<file path="src/rtl/core/e2q_pkg.sv">
// shared types, constants and the cordic arctangent table
`timescale 1ns / 1ps
package e2q_pkg;

   localparam int ANGLE_W = 16;
   localparam int Q14_W = 16;
   localparam int TABLE_LEN = 24;
   localparam int CORDIC_ITERATIONS_DEF = 16;
   localparam int Z_W = 34;
   localparam int XY_W = 33;
   localparam int QUEUE_DEPTH_DEF = 4;

   localparam logic signed [Z_W-1:0] DEG90 = 34'sd1509949440;
   localparam logic signed [Z_W-1:0] DEG180 = 34'sd3019898880;
   localparam logic signed [XY_W-1:0] CORDIC_GAIN = 33'sd652032874;
   localparam logic signed [17:0] Q14_POS = 18'sd16384;
   localparam logic signed [17:0] Q14_NEG = -18'sd16384;

   typedef struct packed {
      logic signed [ANGLE_W-1:0] angle_x;
      logic signed [ANGLE_W-1:0] angle_y;
      logic signed [ANGLE_W-1:0] angle_z;
   } req_type;

   typedef struct packed {
      logic signed [Q14_W-1:0] quat_w;
      logic signed [Q14_W-1:0] quat_x;
      logic signed [Q14_W-1:0] quat_y;
      logic signed [Q14_W-1:0] quat_z;
   } rsp_type;

   // reduced half angle (degrees * 2^24) and fold flag for one axis
   typedef struct packed {
      logic signed [Z_W-1:0] z;
      logic                  neg;
   } axis_type;

   typedef struct packed {
      axis_type ax;
      axis_type ay;
      axis_type az;
   } work_type;

   typedef struct packed {
      logic signed [Q14_W-1:0] c;
      logic signed [Q14_W-1:0] s;
   } sc_type;

   function automatic logic signed [Z_W-1:0] atan_deg(input int i);
      logic signed [Z_W-1:0] t;
      case (i)
         0: t = 34'sd754974720;
         1: t = 34'sd445687602;
         2: t = 34'sd235489089;
         3: t = 34'sd119537938;
         4: t = 34'sd60000934;
         5: t = 34'sd30029717;
         6: t = 34'sd15018523;
         7: t = 34'sd7509720;
         8: t = 34'sd3754917;
         9: t = 34'sd1877466;
         10: t = 34'sd938734;
         11: t = 34'sd469367;
         12: t = 34'sd234684;
         13: t = 34'sd117342;
         14: t = 34'sd58671;
         15: t = 34'sd29335;
         16: t = 34'sd14668;
         17: t = 34'sd7334;
         18: t = 34'sd3667;
         19: t = 34'sd1833;
         20: t = 34'sd917;
         21: t = 34'sd458;
         22: t = 34'sd229;
         23: t = 34'sd115;
         default: t = '0;
      endcase
      return t;
   endfunction

   function automatic logic signed [Q14_W-1:0] clamp18(input logic signed [17:0] v);
      logic signed [17:0] r;
      if (v > Q14_POS) r = Q14_POS;
      else if (v < Q14_NEG) r = Q14_NEG;
      else r = v;
      return r[Q14_W-1:0];
   endfunction

endpackage

</file>
<file path="src/rtl/core/e2q_front.sv">
// front end: takes angle beats, halves and folds each angle into +-90 degrees
`timescale 1ns / 1ps
module e2q_front
   import e2q_pkg::*;
(
   input  logic     clock,
   input  logic     reset,
   input  logic     req_valid,
   output logic     req_stall,
   input  req_type  req_data,
   output logic     out_valid,
   input  logic     out_stall,
   output work_type out_data
);

   function automatic axis_type fold(input logic signed [ANGLE_W-1:0] a);
      axis_type r;
      logic signed [Z_W-1:0] z;
      z = {a[ANGLE_W-1], a, 17'd0};
      r.neg = 1'b0;
      if (z > DEG90) begin
         z = z - DEG180;
         r.neg = 1'b1;
      end else if (z < -DEG90) begin
         z = z + DEG180;
         r.neg = 1'b1;
      end
      r.z = z;
      return r;
   endfunction

   logic     valid_ff, valid_in;
   work_type data_ff, data_in;

   assign req_stall = valid_ff && out_stall;

   always_comb begin
      valid_in = valid_ff;
      data_in  = data_ff;
      if (!req_stall) begin
         valid_in = req_valid;
         data_in.ax = fold(req_data.angle_x);
         data_in.ay = fold(req_data.angle_y);
         data_in.az = fold(req_data.angle_z);
      end
   end

   always_ff @(posedge clock) begin
      if (reset) valid_ff <= 1'b0;
      else valid_ff <= valid_in;
      data_ff <= data_in;
   end

   assign out_valid = valid_ff;
   assign out_data  = data_ff;

endmodule

</file>
<file path="config.mk">
export PLATFORM = sky130hd
export DESIGN_NAME = e2q_front
export DESIGN_NICKNAME = d
export VERILOG_FILES = /design/src/rtl/core/e2q_pkg.sv /design/src/rtl/core/e2q_front.sv
export SDC_FILE = /design/constraint.sdc
export NUM_CORES = 1
export LEC_CHECK = 0
export BUFFER_PORTS_ARGS = -buffer_cell sky130_fd_sc_hd__buf_2
export CAP_MARGIN = 10
export CORE_UTILIZATION = 36
export CTS_BUF_LIST = sky130_fd_sc_hd__clkbuf_4 sky130_fd_sc_hd__clkbuf_8
export CTS_CLUSTER_SIZE = 12
export DETAILED_ROUTE_END_ITERATION = 7
export GPL_ROUTABILITY_DRIVEN = 1
export PLACE_DENSITY_LB_ADDON = 0.25
export SKIP_LAST_GASP = 1
export SYNTH_ARGS = -nofsm -noshare
export SYNTH_HDL_FRONTEND = slang
export SYNTH_SLANG_ARGS = --single-unit
export TNS_END_PERCENT = 50
</file>
<file path="constraint.sdc">
create_clock -name clock -period 2.3 [get_ports clock]
set_clock_uncertainty 0.15 [all_clocks]
set_input_delay 0.345 -clock clock [delete_from_list [all_inputs] [get_ports clock]]
set_output_delay 0.345 -clock clock [all_outputs]
set_load 0.02 [all_outputs]
</file>
==> impl_results.md <==
- Status: finished, final reports clean
- First-pass GRT wire length: 9700 µm
- Crit path to: out_data[64]$_DFFE_PN_
- Syn. warnings: 0
- Startpoint types: input port
- CTS Buf Count: 5
- # rows: 33
- Worst setup EP type: flop
- Crit path kind: in -> reg
- Initial Util: 0.374
- Post-Synthesis Cells: 275
- Maxcap violations: 0
- I/O pin count: 159
- Hold Path Class: in -> reg
- H-tree depth: 2
- Sum Neg Setup Slack: 0 ns
- P&R area growth vs syn: 17.2%
- WL final: 6420 µm
- Clock slew at reported path FFs: 0.09 ns
- DR iter-0 viols: 62
- FMAX: 531 MHz
- Yosys reg bits: 55
- R2R depth: 2
- Post_cts resized: 0
- Total grt overflow: 0
- Cell Area, Synth: 0.00309 mm²
- Routability Congestion: 0.844
- Slew Limit Fails: 0
- DP Area: 0.00353 mm²
- Worst-skew pair later-pin latency: 0.30 ns
- Filler Cell Count: 836
- Nets: 438
- Pwr dens: 655 mW/mm²
- Initial antenna violation count: 0
- Root Driver: clkbuf_8
- Final Non-Filler Cells: 486
- Top_reg_cell synth: edfxtp_1
- Worst slack, placed: 0.104 ns
- Number of diodes: 0
- CP arrival: 1.79 ns
- Critical path fanouts, max: 9
- Setup Fix Bufs, Post-CTS: 0
- GRT Total Usage: 0.141
- Hold Vio Cnt, Final: 0
- Core Region: 0.00826 mm²
- Port bufs: 107
- CTS tree: done
- Fin crit share: 0.819
- DRC Markers: 0
- Tmin final: 1.88 ns
- Die area: 0.00895 mm²
- Final setup violation count: 0
- Peak VDD IR: 0.254 mV
- Flop-to-flop setup slack: 1.11 ns
- Synth Area per Inst: 11.2 µm²
- Reg-to-reg critical path endpoint: out_data[92]$_DFFE_PN_
- RSZ-0062 raised after global routing: false
- Post-synth EDFFs: 54
- Worst Path Required: 2.21 ns
- Vias in the first global route: 1983
- Layout cells sized above 1: 0.328
- Routed Antenna Nets: 0
- Design area: 0.00362 mm²
- Placed cell count: 478
- Post-synth ARST share: 0
- Cts hold-fix bufs: 0
- Vias per cell: 4.68
- Vias: 2274
- Pleak: 1.65 nW
- Drt pass-1 iters: 4
- Clock Sinks: 55
- WL per Instance: 13.2 µm
- Register area share after synthesis: 0.532
- Crit path from: req_data[28]
- Synth cell types: 45
- Worst R2R Start: out_valid$_SDFFE_PP0N_
- Die height: 94.6 µm
- Hold_ws: 0.0397 ns
- Die width: 94.6 µm
- Hpwl dp: 4910 µm
- Setup slack after layout: 0.415 ns
- Deepest clock path buffer count: 2
- Largest net degree at the start of global routing: 56
layout make-up:
type,count,area (µm²),area share
Clock buffer,7,83.8,0.0232
Sequential cell,55,1640,0.454
Tap cell,105,131,0.0363
Clock inverter,1,5.00,0.00138
Timing Repair Buffer,109,563,0.156
Inverter,15,56.3,0.0156
Multi-Input combinational cell,194,1140,0.314
through the flow:
stage | utilization | power (mW)
2_1_floorplan | - | 1.73
3_3_place_gp | 0.427 | 1.85
3_5_place_dp | 0.427 | 1.86
4_1_cts | 0.438 | 2.40
5_1_grt | 0.438 | 2.50
6_report | 0.438 | 2.37
layer usage:
layer	vias up	global-route usage	part of all wire
li1	1095	-	-
met1	1037	0.180	0.43
met2	128	0.237	0.46
met3	14	0.0266	0.081
met4	0	0.0568	0.025
met5	-	0	0
synth_stat cells, types with 3 or more instances:
cell type	n	area, µm²
xor2_1	9	78.8
nor3_1	5	25.0
o22ai_1	3	18.8
clkbuf_1	3	11.3
o21ai_0	15	75.1
a221o_1	4	40.0
nand2_1	18	67.6
buf_4	51	383
a21oi_1	11	55.1
edfxtp_1	54	1620
buf_2	5	25.0
ha_1	6	75.1
a31oi_1	4	25.0
a211o_1	4	35.0
nor2_1	18	67.6
o211ai_1	4	30.0
o22ai_2	3	37.5
inv_1	15	56.3
nor4_1	5	31.3
xnor2_1	5	43.8
worst max-delay path, stage by stage:
cell and delay, ns:
buf_2 0.15, nand4bb_1 0.23, o31a_1 0.30, a311o_1 0.47, o22ai_2 0.22, xor2_1 0.08
how the worst min path moves through the flow:
stage	from	endpoint	slack, ns	cells after the start
floorplan	reset	out_valid$_SDFFE_PP0N_	0.27	1
global placement	reset	out_valid$_SDFFE_PP0N_	0.36	2
detailed placement	reset	out_valid$_SDFFE_PP0N_	0.36	2
CTS	reset	out_valid$_SDFFE_PP0N_	0.03	2
global route	reset	out_valid$_SDFFE_PP0N_	0.02	2
finish	reset	out_valid$_SDFFE_PP0N_	0.04	2
power by group:
group / switching [mW] / internal, mW / leakage [nW]
logic: 0.404 / 0.180 / 1.03
registers: 0.0240 / 1.22 / 0.568
clock network: 0.301 / 0.238 / 0.0491
cell families after synthesis:
kind of cell,after synthesis,share of synthesized area
fa+ha+maj,6,0.0243
other cells,1,0.00122
buf+inv,76,0.161
flops,55,0.532
compound gates,61,0.139
mux,1,0.00324
xor+xnor,14,0.0397
simple gates,61,0.0985
state kept, by name, indices dropped and copies added (netlist names):
signal     cells
out_valid      1
out_data      54
cell usage in the layout, fill, tap and decap left out, drive strengths merged:
cell and count:
clkinv 1, o31a 1, o21ai 16, a21bo 1, nand2 18, nand2b 2
a21oi 11, xnor2 5, a21o 2, nor3 5, edfxtp 54, a32oi 1
buf 109, and4b 1, nor2 18, o211ai 5, xor2 9, nand4bb 2
dfxtp 1, and2 2, inv 15, a211o 4, o22ai 6, o31ai 1
nor4 5, clkbuf 7, a311o 1, a41oi 1, nand4 2, o21bai 1
or2 2, mux2i 1, a22oi 2, ha 6, conb 51, a31oi 4
a221o 4, nor4b 2, or3 2
Note: power is estimated with default switching activity, not from simulation.
