### config.mk
export PLATFORM = sky130hd
export DESIGN_NAME = e2q_queue
export DESIGN_NICKNAME = d
export VERILOG_FILES = /design/src/rtl/core/e2q_pkg.sv /design/src/rtl/core/e2q_queue.sv
export SDC_FILE = /design/constraint.sdc
export NUM_CORES = 1
export LEC_CHECK = 0
export ABC_AREA = 1
export BUFFER_PORTS_ARGS = -buffer_cell sky130_fd_sc_hd__buf_2
export CELL_PAD_IN_SITES_DETAIL_PLACEMENT = 1
export CELL_PAD_IN_SITES_GLOBAL_PLACEMENT = 2
export CORE_ASPECT_RATIO = 0.75
export CORE_MARGIN = 2
export CORE_UTILIZATION = 37
export DETAILED_ROUTE_END_ITERATION = 12
export PLACE_DENSITY = 0.74
export SYNTH_ARGS = -nofsm -noshare
export SYNTH_HDL_FRONTEND = slang
export SYNTH_SLANG_ARGS = --single-unit
### constraint.sdc
create_clock -name clock -period 6.8 [get_ports clock]
set_input_delay 1.36 -clock clock [delete_from_list [all_inputs] [get_ports clock]]
set_output_delay 1.36 -clock clock [all_outputs]
set_load 0.02 [all_outputs]
### src/rtl/core/e2q_pkg.sv
// shared types, constants and the cordic arctangent table
`timescale 1ns / 1ps
package e2q_pkg;

   localparam int ANGLE_W = 16;
   localparam int Q14_W = 16;
   localparam int TABLE_LEN = 24;
   localparam int CORDIC_ITERATIONS_DEF = 16;
   localparam int Z_W = 34;
   localparam int XY_W = 33;
   localparam int QUEUE_DEPTH_DEF = 4;

   localparam logic signed [Z_W-1:0] DEG90 = 34'sd1509949440;
   localparam logic signed [Z_W-1:0] DEG180 = 34'sd3019898880;
   localparam logic signed [XY_W-1:0] CORDIC_GAIN = 33'sd652032874;
   localparam logic signed [17:0] Q14_POS = 18'sd16384;
   localparam logic signed [17:0] Q14_NEG = -18'sd16384;

   typedef struct packed {
      logic signed [ANGLE_W-1:0] angle_x;
      logic signed [ANGLE_W-1:0] angle_y;
      logic signed [ANGLE_W-1:0] angle_z;
   } req_type;

   typedef struct packed {
      logic signed [Q14_W-1:0] quat_w;
      logic signed [Q14_W-1:0] quat_x;
      logic signed [Q14_W-1:0] quat_y;
      logic signed [Q14_W-1:0] quat_z;
   } rsp_type;

   // reduced half angle (degrees * 2^24) and fold flag for one axis
   typedef struct packed {
      logic signed [Z_W-1:0] z;
      logic                  neg;
   } axis_type;

   typedef struct packed {
      axis_type ax;
      axis_type ay;
      axis_type az;
   } work_type;

   typedef struct packed {
      logic signed [Q14_W-1:0] c;
      logic signed [Q14_W-1:0] s;
   } sc_type;

   function automatic logic signed [Z_W-1:0] atan_deg(input int i);
      logic signed [Z_W-1:0] t;
      case (i)
         0: t = 34'sd754974720;
         1: t = 34'sd445687602;
         2: t = 34'sd235489089;
         3: t = 34'sd119537938;
         4: t = 34'sd60000934;
         5: t = 34'sd30029717;
         6: t = 34'sd15018523;
         7: t = 34'sd7509720;
         8: t = 34'sd3754917;
         9: t = 34'sd1877466;
         10: t = 34'sd938734;
         11: t = 34'sd469367;
         12: t = 34'sd234684;
         13: t = 34'sd117342;
         14: t = 34'sd58671;
         15: t = 34'sd29335;
         16: t = 34'sd14668;
         17: t = 34'sd7334;
         18: t = 34'sd3667;
         19: t = 34'sd1833;
         20: t = 34'sd917;
         21: t = 34'sd458;
         22: t = 34'sd229;
         23: t = 34'sd115;
         default: t = '0;
      endcase
      return t;
   endfunction

   function automatic logic signed [Q14_W-1:0] clamp18(input logic signed [17:0] v);
      logic signed [17:0] r;
      if (v > Q14_POS) r = Q14_POS;
      else if (v < Q14_NEG) r = Q14_NEG;
      else r = v;
      return r[Q14_W-1:0];
   endfunction

endpackage

### src/rtl/core/e2q_queue.sv
// short fifo between front and back ends
`timescale 1ns / 1ps
module e2q_queue
   import e2q_pkg::*;
#(
   parameter int DEPTH = QUEUE_DEPTH_DEF
) (
   input  logic     clock,
   input  logic     reset,
   input  logic     in_valid,
   output logic     in_stall,
   input  work_type in_data,
   output logic     out_valid,
   input  logic     out_stall,
   output work_type out_data
);

   localparam int AW = (DEPTH > 1) ? $clog2(DEPTH) : 1;

   work_type mem_ff [DEPTH];
   logic [AW-1:0] wr_ff, rd_ff;
   logic [AW:0]   cnt_ff;
   logic push, pop;

   assign in_stall  = (cnt_ff == (AW+1)'(DEPTH));
   assign out_valid = (cnt_ff != '0);
   assign out_data  = mem_ff[rd_ff];
   assign push = in_valid && !in_stall;
   assign pop  = out_valid && !out_stall;

   always_ff @(posedge clock) begin
      if (reset) begin
         wr_ff  <= '0;
         rd_ff  <= '0;
         cnt_ff <= '0;
      end else begin
         if (push) wr_ff <= (wr_ff == AW'(DEPTH-1)) ? '0 : wr_ff + 1'b1;
         if (pop) rd_ff <= (rd_ff == AW'(DEPTH-1)) ? '0 : rd_ff + 1'b1;
         cnt_ff <= cnt_ff + (AW+1)'(push) - (AW+1)'(pop);
      end
      if (push) mem_ff[wr_ff] <= in_data;
   end

endmodule

==> metrics.cfg, run 1 <==
[timing]
skew_ns = 0.0104
finalSetupViolCount = 0
worst_pin_slew_ns = 1.12
grt_setup_unrepaired = no
setup_tns_ns = 0
final_max_slew_viol_count = 0
period_share_pct = 70.3
holdWs_ns = 0.514
hold_viol = 0
fin_crit_ns = 4.78
maxSlewHeadroom_pct = 25.4
max_freq_ghz = 0.209

[final_layout]
multi_input_area_sq_um = 2780
design_area_sq_um = 19000
nets = 1405
drive_above_1_share_pct = 22.3
regArea_sq_um = 12800
area_growth_pct = 17.9
fillers = 4386

[clock_network]
cts-hold-fix-buffers = 0
cts.sinks = 429
cts_setup_buffers = 0
clk_path_buf_depth = 3
cts_max_level = 2
clk_pin_slew_ns = 0.06
clk_latency_ns = 0.54
cts_tree = yes
cts_buffers = 44
cts_root_buffer = clkbuf_16
cts_resized = 0

[placement]
dpl.hpwl_microns = 21000
io_buffers = 215
placed_area_sq_um = 17600
gp_congestion = 0.680

[min_path]
worstHoldPathType = register to register
hold_path.startpoint = rd_ff[1]

[die]
die_h_microns = 185
die_area_sq_um = 45200
core_sq_um = 43200
ios = 216
die_x_microns = 245
rows = 66
initial_core_util_pct = 37.3

[logic_synthesis]
synthTopCellsByCount = edfxtp_1, nor2_1, o21ai_0, o22ai_1, o21ai_1
seq_area_frac_synth_pct = 79.4
post_synth.cell_area_avg_sq_um = 14.9
yosysTopAreaCellShare_pct = 78.3
netlist-cell-type-count = 24
netlist_area_sq_um = 16100
syn-instance-count = 1080
synth.most_common_cell = edfxtp_1
ys_top_cells_by_area = edfxtp_1, nor2_1, o22ai_1
synth_nets = 1197
ys_ff_latch = 429
yosysTopAreaCell = edfxtp_1
synthArstFlopShare_pct = 0
synth_edf_count = 420
ys.warnings.count = 0
synth-main-ff-cell = edfxtp_1

[flow_run]
drv_cap = 0

[worst_setup_path]
cp.arrival_ns = 3.42
crit_path_start_kind = register
cp_common_cell = buf_4
path_cells = buf_4 -> buf_4 -> o21ai_0 -> o22ai_1 -> buf_2
crit_fanout = 106
cp_slowest_stage_delay_ns = 0.88
criticalPathCategory = register to output pin
cp_slowest_cell = buf_4
worst_setup_path_end_kind = output pin
critPathRequiredTime_ns = 5.44
worstReg2RegStart = cnt_ff[1]

[grt]
globalRouteTotalUtil_pct = 16.8
grt_pass1_vias = 9978
grt_overflow = 0
antenna_found_initial = 9
grt_pass1_wl_microns = 58400
grt_start_max_net_pins = 113

[route]
wl_per_cell_microns = 20.0
vias = 9605
first_pass_iters = 4
drt_wl_total_microns = 38100
via_per_inst = 5.04
antenna_left = 0
drt_drc_violations_left = 0
drt_first_iter_violations = 453

[power]
ir_drop_v = 0.000229
power_leakage_nw = 6.57
powerDensity_nw_per_um2 = 427

[status]
outcome = finished, final reports clean

==> metal layers <==
layer,up-vias,routed length (microns),global-route usage [%]
met5,-,19,0
met4,4,670,4.34
met3,59,2220,4.60
met2,189,18200,28.2
met1,4845,17000,21.7
li1,4508,-,-
==> placed cells by master (no fill, tap or decap) <==
cell type   Yosys  layout
a21oi_1         2       2
buf_12          0       2
buf_2          12     215
buf_4          10      13
bufinv_16       0       5
clkbuf_1       14      14
clkbuf_16       0      45
clkinv_1        0       9
clkinv_2        0       4
clkinvlp_4      0       1
dfxtp_1         9       7
dfxtp_4         0       2
diode_2         0       6
edfxtp_1      420     420
fa_1            1       1
ha_1            7       7
inv_1          14      14
inv_4           0       1
inv_6           1       1
inv_8           0       1
nand2_1        10      10
nand3_1         1       1
nand3b_1        2       2
nor2_1        227     223
nor2_4          0       4
o21ai_0       106     106
o21ai_1       104     104
o22ai_1       105     105
or2_2           1       1
xnor2_1         1       1
==> stage by stage <==
stage,utilization [%],power [mW],setup WS [ns],instances
CTS,44.0,8.24,1.83,1899
global route,44.0,8.55,1.61,1899
global placement,40.7,5.82,2.51,1820
finish,44.0,8.11,2.02,1905
floorplan,-,5.06,0.352,1080
detailed placement,40.7,5.86,2.40,1820
==> where the power goes <==
part | internal [mW] | total, mW | leakage [nW] | switching (mW)
clock | 1.41 | 2.37 | 0.678 | 0.962
sequential | 3.24 | 3.35 | 3.92 | 0.111
combinational | 0.673 | 2.39 | 1.97 | 1.71
==> registers in the layout, summed over array words and instances, names as in the netlist, named ones only <==
signal	count
mem_ff	420
cnt_ff	3
wr_ff	2
rd_ff	2
==> worst max-delay path, delay by kind of cell (launching register included) <==
| kind | cells | cell delay, ns |
|---|---|---|
| flip-flops | 1 | 0.37 |
| AO/OA/AOI/OAI | 2 | 0.51 |
| buffers and inverters | 3 | 1.85 |
==> path summary, 6_finish.rpt <==
check	endpoint	slack, ns	cells after the start
hold reg to reg	register	0.51	2
setup reg to reg	mem_ff[0][70]	4.14	5
setup / recovery	out_data[1]	2.02	5
hold / removal	register	0.51	2
==> cell type report <==
| cell class | instances | share of cell area (%) |
|---|---|---|
| Multi-Input combinational cell | 567 | 14.6 |
| Antenna cell | 6 | 0.0790 |
| Sequential cell | 429 | 67.4 |
| Clock buffer | 59 | 6.20 |
| Timing Repair Buffer | 230 | 6.39 |
| Tap cell | 578 | 3.81 |
| Inverter | 16 | 0.356 |
| Clock inverter | 20 | 1.17 |
==> cells by family after synthesis <==
| family | after synthesis | synth area share, % |
|---|---|---|
| flops | 429 | 79.4 |
| compound gates | 317 | 10.7 |
| simple gates | 241 | 5.69 |
| buf+inv | 84 | 3.53 |
| fa+ha+maj | 8 | 0.668 |
| xor+xnor | 1 | 0.0544 |
No activity file was read; power rests on OpenSTA's default activity.
==> inputs of run 2 (changes only) <==
Settings changed: ABC_AREA 1 to 0, CORE_UTILIZATION 37 to 41.
Clock period 6.8 ns to 4.15 ns, I/O delays scaled along.
==> metrics.cfg, run 2 <==
[logic_synthesis]
yosysTopAreaCellShare_pct = 80.6  ; +2.3 points
syn-instance-count = 601  ; -44%
synthTopCellsByCount = edfxtp_1, mux4_2, buf_2, dfxtp_1
yosysTopAreaCell = edfxtp_1
post_synth.cell_area_avg_sq_um = 26.0  ; +75%
synth_nets = 718  ; -40%
netlist_area_sq_um = 15600  ; -2.9%
synth.most_common_cell = edfxtp_1
ys_ff_latch = 429  ; unchanged
synthArstFlopShare_pct = 0  ; unchanged
ys.warnings.count = 0  ; unchanged
netlist-cell-type-count = 27  ; +13%
synth_edf_count = 420  ; unchanged
ys_top_cells_by_area = edfxtp_1, mux4_2, dfxtp_1
seq_area_frac_synth_pct = 81.8  ; +2.4 points
synth-main-ff-cell = edfxtp_1

[clock_network]
cts-hold-fix-buffers = 0  ; unchanged
cts_resized = 0  ; unchanged
clk_pin_slew_ns = 0.06  ; about the same
cts_tree = yes
cts_setup_buffers = 0  ; unchanged
clk_latency_ns = 0.55  ; about the same
clk_path_buf_depth = 3  ; unchanged
cts.sinks = 429  ; unchanged
cts_max_level = 2  ; unchanged
cts_buffers = 42  ; -4.5%
cts_root_buffer = clkbuf_16

[route]
wl_per_cell_microns = 22.9  ; +14%
drt_wl_total_microns = 31700  ; -17%
drt_drc_violations_left = 0  ; unchanged
antenna_left = 0  ; unchanged
drt_first_iter_violations = 476  ; +5.1%
first_pass_iters = 4  ; unchanged
via_per_inst = 5.08  ; +0.71%
vias = 7028  ; -27%

[final_layout]
area_growth_pct = 19.4
largest_reg_flops = 420  ; unchanged
final_cell_mix = edfxtp_1, buf_2, mux4_2
stdcell_count = 1384  ; -27%
final_common_cell = edfxtp_1
reg_top3 = mem_ff (420), cnt_ff (3)
fillers = 3340  ; -24%
nets = 963  ; -31%
final_core_util_pct = 50.1  ; +6.1 points
drive_above_1_share_pct = 45.7  ; +23 points
max_flop_register = mem_ff

[timing]
hold_viol = 0  ; unchanged
maxSlewHeadroom_pct = 53.2  ; +28 points
period_share_pct = 77.5
finalSetupViolCount = 0  ; unchanged
skew_ns = 0.0211  ; +0.0108 ns
setup_tns_ns = 0  ; unchanged
fin_crit_ns = 3.21
final_max_slew_viol_count = 0  ; unchanged
worst_slack_ns = 0.935  ; -1.08 ns
max_freq_ghz = 0.311
worst_pin_slew_ns = 0.702  ; -0.417 ns
grt_setup_unrepaired = no

[grt]
grt_busiest_layer = met2
grt_start_max_net_pins = 106  ; -6.2%
antenna_found_initial = 9  ; unchanged
grt_pass1_vias = 7805  ; -22%
globalRouteTotalUtil_pct = 16.2  ; -0.69 points
grt_use_met1_pct = 22.0  ; +0.32 points
grt_pass1_wl_microns = 48600  ; -17%
use_met2_pct = 25.4  ; -2.8 points
grtUsageMet3_pct = 4.86  ; +0.26 points
grt_overflow = 0  ; unchanged

[placement]
place_inst = 1306  ; -28%
gp_congestion = 0.674  ; -0.90%
place_ws_ns = 1.44  ; -0.963 ns
io_buffers = 215  ; unchanged
dpl.hpwl_microns = 19000  ; -9.5%

[min_path]
hold_path_depth = 1  ; -1
worstHoldPathType = input port to register

[worst_setup_path]
crit_fanout = 49  ; -54%
critPathRequiredTime_ns = 3.32  ; -2.12 ns
ff2ff_path_depth = 11  ; +6
cp.arrival_ns = 2.38  ; -1.04 ns
worst_setup_path_end_kind = output pin
criticalPathCategory = register to output pin
crit_path_start_kind = register

[status]
outcome = finished, final reports clean

[die]
initial_core_util_pct = 41.9  ; +4.6 points
die_area_sq_um = 39800  ; -12%
die_h_microns = 173  ; -6.2%
die_x_microns = 230  ; -6.3%
core_sq_um = 37300  ; -14%
ios = 216  ; unchanged
rows = 61  ; -7.6%

[flow_run]
drv_cap = 0  ; unchanged

[power]
power_leakage_nw = 6.21  ; -5.4%
power_mw = 11.8  ; +46%
ir_drop_v = 0.000653  ; +190%
powerDensity_nw_per_um2 = 634  ; +48%

==> run 2: cells by family (layout without fill, tap and decap cells) <==
| family | after synthesis | after routing | share of synthesized area, % |
|---|---|---|---|
| flip-flops | 429 | 429 | 81.8 |
| multiplexers | 105 | 105 | 15.1 |
| buffers and inverters | 33 | 310 | 1.41 |
| AND/OR/NAND/NOR | 18 | 18 | 0.680 |
| adder cells (fa/ha/maj) | 8 | 8 | 0.688 |
| AO/OA/AOI/OAI | 7 | 7 | 0.288 |
| XOR/XNOR | 1 | 1 | 0.0560 |
| other | 0 | 2 | 0 |
==> run 2: cell type report <==
class	count	area, sq um	share of cell area [%]
flip-flops and latches	429	12800	68.5
multi-input cells	139	2650	14.2
repair buffers	227	1250	6.71
clock buffers	56	1170	6.25
well taps	504	631	3.38
clock inverters	20	148	0.790
inverters	7	26.3	0.141
diodes	2	5.00	0.0268
==> run 2: final timing paths <==
| path | to | startpoint | slack (ns) |
|---|---|---|---|
| min reg2reg | register | rd_ff[1] | 0.51 |
| min | mem_ff[0][41] | in_data[41] | 0.50 |
| max reg2reg | cnt_ff[2] | cnt_ff[1] | 1.57 |
| max | out_data[45] | register | 0.94 |
==> run 2: critical path: stages, from the launching register on <==
cell     delay [ns]
dfxtp_4        0.62
buf_12         0.41
mux4_2         0.57
buf_2          0.18
==> run 2: per-stage QoR <==
| step | cell area [sq um] | hold WS (ns) |
|---|---|---|
| 2_1_floorplan | 15600 | 0.472 |
| 3_3_place_gp | 17400 | 0.482 |
| 3_5_place_dp | 17400 | 0.501 |
| 4_1_cts | 18700 | 0.462 |
| 5_1_grt | 18700 | 0.477 |
| 6_report | 18700 | 0.500 |
==> run 2: metal layers <==
metal / part of all wire [%] / vias to the layer above / wire [microns]
met3: 7.2 / 61 / 2290
met4: 2.0 / 6 / 631
li1: - / 3078 / -
met5: 0.11 / - / 34
met1: 43 / 3683 / 13600
met2: 48 / 200 / 15100
==> run 2: report_power, final <==
part           switching [mW]  internal [mW]
Combinational            1.59           1.11
Sequential              0.183           5.30
Clock                    1.55           2.10
